File: src/design/crdc_pkg.sv
// crdc_pkg: shared types and constants
// for chroma_resample_depth_convert; no dependencies
`default_nettype none
package crdc_pkg;
  localparam logic [1:0] LAYOUT_444  = 2'd0;
  localparam logic [1:0] LAYOUT_422  = 2'd1;
  localparam logic [1:0] LAYOUT_420  = 2'd2;
  localparam logic [1:0] LAYOUT_GRAY = 2'd3;

  localparam logic [2:0] REG_SRC_DEPTH = 3'd0;
  localparam logic [2:0] REG_TGT_DEPTH = 3'd1;
  localparam logic [2:0] REG_LAYOUT    = 3'd2;
  localparam logic [2:0] REG_SRC_GRAY  = 3'd3;
  localparam logic [2:0] REG_WIDTH     = 3'd4;
  localparam logic [2:0] REG_HEIGHT    = 3'd5;

  // per-item control carried down the pipeline
  typedef struct packed {
    logic        valid;
    logic        chroma_valid;
    logic        frame_end;
    logic [1:0]  layout;
    logic        odd_col;
    logic        odd_row;
    logic        last_col;
    logic        last_row;
    logic [11:0] col;
    logic [15:0] row;
  } crdc_ctl_t;
endpackage
`default_nettype wire

File: src/design/crdc_scale.sv
// crdc_scale: pipelined depth rescale (v*tmax + smax/2) / smax, three stages
// depends on crdc_pkg; division by smax = 2^sd-1 done by a reciprocal series
`default_nettype none
module crdc_scale (
  input  wire logic        clk,
  input  wire logic        en,
  input  wire logic [16:0] v_in,
  input  wire logic [4:0]  sd,
  input  wire logic [4:0]  td,
  output logic      [15:0] q_out
);
  import crdc_pkg::*;
  logic [15:0] smax, tmax, v_sat;
  logic [31:0] prod_r;
  logic [4:0]  sd1_r, sd2_r;
  logic [15:0] smax1_r;
  logic [32:0] num_r;
  logic [32:0] num_c;
  logic [32:0] q_c;
  logic [32:0] rem_c;
  logic [15:0] q_nxt;
  assign smax = 16'((17'd1 << sd) - 17'd1);
  assign tmax = 16'((17'd1 << td) - 17'd1);
  assign v_sat = (v_in > {1'b0, smax}) ? smax : v_in[15:0];
  always_ff @(posedge clk) begin
    if (en) begin
      prod_r  <= v_sat * tmax;
      sd1_r   <= sd;
      smax1_r <= smax;
    end
  end
  assign num_c = {1'b0, prod_r} + {18'd0, smax1_r[15:1]};
  always_ff @(posedge clk) begin
    if (en) begin
      num_r <= num_c;
      sd2_r <= sd1_r;
    end
  end
  // n/(2^k-1): q ~ n>>k + n>>2k + n>>3k, short by at most three,
  // then correct by comparing the remainder against 1x, 2x and 3x the divisor
  always_comb begin
    logic [32:0] sm, sm2, sm3;
    sm    = 33'((34'd1 << sd2_r) - 34'd1);
    sm2   = sm << 1;
    sm3   = sm2 + sm;
    q_c   = (num_r >> sd2_r) + (num_r >> (6'(sd2_r) << 1)) + (num_r >> (6'(sd2_r) * 6'd3));
    rem_c = num_r - ((q_c << sd2_r) - q_c);
    if (rem_c >= sm3) q_c = q_c + 33'd3;
    else if (rem_c >= sm2) q_c = q_c + 33'd2;
    else if (rem_c >= sm) q_c = q_c + 33'd1;
    q_nxt = q_c[15:0];
  end
  always_ff @(posedge clk) begin
    if (en) q_out <= q_nxt;
  end
endmodule
`default_nettype wire

File: config.mk
export PLATFORM = sky130hd
export DESIGN_NAME = crdc_scale
export DESIGN_NICKNAME = d
export VERILOG_FILES = /design/src/design/crdc_pkg.sv /design/src/design/crdc_scale.sv
export SDC_FILE = /design/constraint.sdc
export NUM_CORES = 2
export LEC_CHECK = 0
export ABC_AREA = 1
export BUFFER_PORTS_ARGS = -buffer_cell sky130_fd_sc_hd__buf_2
export CAP_MARGIN = 40
export CORE_MARGIN = 2
export CORE_UTILIZATION = 35
export DETAILED_ROUTE_END_ITERATION = 16
export PLACE_DENSITY = 0.6
export SLEW_MARGIN = 20
export SYNTH_ARGS = -nofsm -noshare
export SYNTH_HDL_FRONTEND = slang
export SYNTH_SLANG_ARGS = --single-unit
File: constraint.sdc
create_clock -name clk -period 18.56 [get_ports clk]
set_input_delay 2.784 -clock clk [delete_from_list [all_inputs] [get_ports clk]]
set_output_delay 2.784 -clock clk [all_outputs]
set_load 0.05 [all_outputs]
==> impl_metrics.yaml <==
global_route:
  grt_max_degree: 73
  overflow: 0
  grt_pass1_vias: 28559
  grt_use_total_pct: 23.4
  antenna_found_initial: 3
  grt_pass1_wl_mm: 164
timing:
  tightestPinTransition_ps: 931
  rsz0062_at_grt: "no"
  min_period_over_period_pct: 69.8
  slew_violations: 0
  setup_violations: 0
  fin_skew_ps: 11.6
  max-slew-margin-rel_pct: 37.7
  hold_viol: 0
  fin_crit_ps: 12950
  fin_setup_tns_ps: 0
  fmax_mhz: 77.2
worst_setup_path:
  crit_path_frequent_cell: "nand2_1"
  cp_data_required_time_ps: 18780
  worstSetupStartpoint: "sd2_r[1]"
  end_kind: "flop"
  critical_path_class: "reg2reg"
  cp_max_fo: 62
  rr_endpoint: "q_out[1]"
  cp_slowest_cell: "buf_4"
  r2r_cells: 48
  r2r-start: "sd2_r[1]"
  reg2reg_slack_ps: 5610
  crit_path_start_kind: "flop"
  max_stage_delay_ps: 670
  cp.arrival_ps: 13170
clocking:
  numCtsBuffers: 9
  cts.sinks: 106
  clk_transition_reported_paths_ps: 70
  insertion_delay_ps: 360
  cts_tree: "yes"
  cts_resized: 0
  postCtsHoldBufs: 0
  clk_path_buf_depth: 2
  root_buffer: "clkbuf_16"
  cts_htree_levels: 3
  postCtsSetupRepairBufs: 0
route:
  first_pass_iters: 7
  drt-wirelength-per-cell_um: 18.7
  met1_length_mm: 46.9
  drt_wl_total_mm: 106
  vias_per_cell: 5.28
  drt_iter0_markers: 2761
  vias: 30012
  top_layer: "met5"
  dr_wl_met2_mm: 48.2
  drc_errors: 0
  ant_nets: 0
  wl_met3_mm: 7.85
synth:
  ys_types: 60
  syn_avg_cell_area_um2: 6.64
  synthCells: 4569
  ys_seq_elements: 106
  yosys_warnings: 0
  synthTopCellsByArea: "fa_1, nand2_1, ha_1, edfxtp_1, inv_1"
  async_reset_ff_share_pct: 0
  netlist_area_mm2: 0.0303
  synth_fp_nets: 5197
  synth_edf_count: 106
  yosysSeqAreaShare_pct: 10.5
  synth_top_area_share_pct: 17.2
  synthFlopType: "edfxtp_1"
  netlist.top_cell.by_area: "fa_1"
final_layout:
  seqCellArea_mm2: 0.00318
  nets: 5166
  drive_gt1_share_pct: 3.94
  multi_input_area_mm2: 0.0238
  fill_cells: 9362
  area_delta_synth_final_pct: 5.95
  antenna_cells: 0
floorplan:
  die_height_um: 298
  rows: 107
  dieArea_mm2: 0.0891
  core_area_mm2: 0.0855
  die_x_um: 298
  start_util_pct: 35.5
  pin_count: 45
placement:
  finalWeightedCongestion: 0.984
  hpwl_mm: 87.6
  numPortBuffers: 44
worst_hold_path:
  hold_path_class: "reg2reg"
  min_to: "sd2_r[3]"
  hold_path.startpoint: "sd1_r[3]"
  hold_depth: 0
run:
  drv_cap: 0
outcome:
  outcome: "finished clean"
==> placed cells by master, fill, tap and decap left out, types with 8 or more instances in the layout <==
master	Yosys	final
o21bai_1	13	13
inv_1	717	716
nand3_1	229	229
nand2_1	1209	1209
o21a_1	15	15
nor4_1	10	10
and2_1	9	9
o22ai_1	10	10
nand4_1	55	55
o21ai_0	283	282
edfxtp_1	106	106
o211ai_1	37	37
a211oi_1	10	9
ha_1	338	338
mux2i_1	9	9
buf_2	7	44
or2_2	20	20
a21o_1	17	17
fa_1	261	261
a31oi_1	19	19
inv_2	15	16
nor2_2	8	8
a21oi_1	248	248
clkbuf_16	0	9
nand2_2	8	8
clkinv_1	8	9
nor2_1	448	448
xnor2_1	54	54
buf_4	8	46
a32o_1	10	10
o21ai_1	18	19
nor3_1	49	49
xor2_1	146	145
==> how the worst max path moves through the flow <==
stage / cells after the start / slack (ps) / endpoint
global placement: 46 / 5580 / q_out[1]
CTS: 45 / 5760 / q_out[1]
finish: 48 / 5610 / q_out[1]
global route: 52 / 4630 / q_out[0]
floorplan: 47 / 7360 / prod_r[23]
detailed placement: 47 / 5670 / prod_r[23]
==> sequential cells by signal (all words and copies together) (netlist names) <==
| signal | count |
|---|---|
| num_r | 33 |
| q_out | 16 |
| smax1_r | 15 |
| prod_r | 32 |
| sd2_r | 5 |
| sd1_r | 5 |
==> final cells by class <==
| type | count | share of cell area, % |
|---|---|---|
| Clock buffer | 9 | 0.701 |
| Clock inverter | 7 | 0.210 |
| Inverter | 741 | 8.66 |
| Multi-Input combinational cell | 3586 | 74.2 |
| Sequential cell | 106 | 9.90 |
| Timing Repair Buffer | 94 | 1.91 |
| Tap cell | 1144 | 4.45 |
==> layer usage <==
layer / up-vias / global-route usage [%]
li1: 14599 / -
met1: 14008 / 32.4
met2: 1239 / 38.3
met3: 162 / 2.46
met4: 4 / 7.11
met5: - / 0
==> stage by stage <==
step	utilization (%)	cells	setup WS [ps]	cell area [um2]	hold slack, ps
after floorplan	-	4569	7360	30300	400
after global routing	37.6	5687	4630	32100	469
after detailed placement	37.2	5669	5670	31800	421
after CTS	37.6	5685	5760	32100	439
after global placement	37.2	5665	5580	31800	425
final	37.6	5687	5610	32100	432
==> Yosys cell counts, types with 9 or more instances <==
library cell	count
a211oi_1	10
fa_1	261
xnor2_1	54
o21ai_1	18
o211ai_1	37
edfxtp_1	106
o21a_1	15
a21o_1	17
inv_2	15
nor4_1	10
nand2_1	1209
nand3_1	229
nand4_1	55
o21bai_1	13
nor3_1	49
xor2_1	146
ha_1	338
a32o_1	10
a31oi_1	19
clkbuf_1	98
buf_1	22
o21ai_0	283
nor2_1	448
inv_1	717
mux2i_1	9
o22ai_1	10
or2_2	20
a21oi_1	248
and2_1	9
==> worst max-delay path, delay by kind of cell (launching register included) <==
kind,cells,cell delay [ps]
adder cells (fa/ha/maj),7,2590
flip-flops,1,580
multiplexers,1,150
buffers and inverters,9,2590
XOR/XNOR,3,850
AND/OR/NAND/NOR,16,2820
AO/OA/AOI/OAI,12,3150
==> cell families (layout without fill, tap and decap cells) <==
group / count (synthesis) / after routing / share of synthesized area, %
simple gates: 2068 / 2068 / 28.1
buf+inv: 877 / 851 / 11.0
compound gates: 708 / 708 / 13.0
fa+ha+maj: 599 / 599 / 31.2
xor+xnor: 202 / 202 / 5.92
flops: 106 / 106 / 10.5
mux: 9 / 9 / 0.297
Power is left out: the tool's default activity adds up to more than one toggle a clock period on the data nets, which glitch-free logic cannot reach.
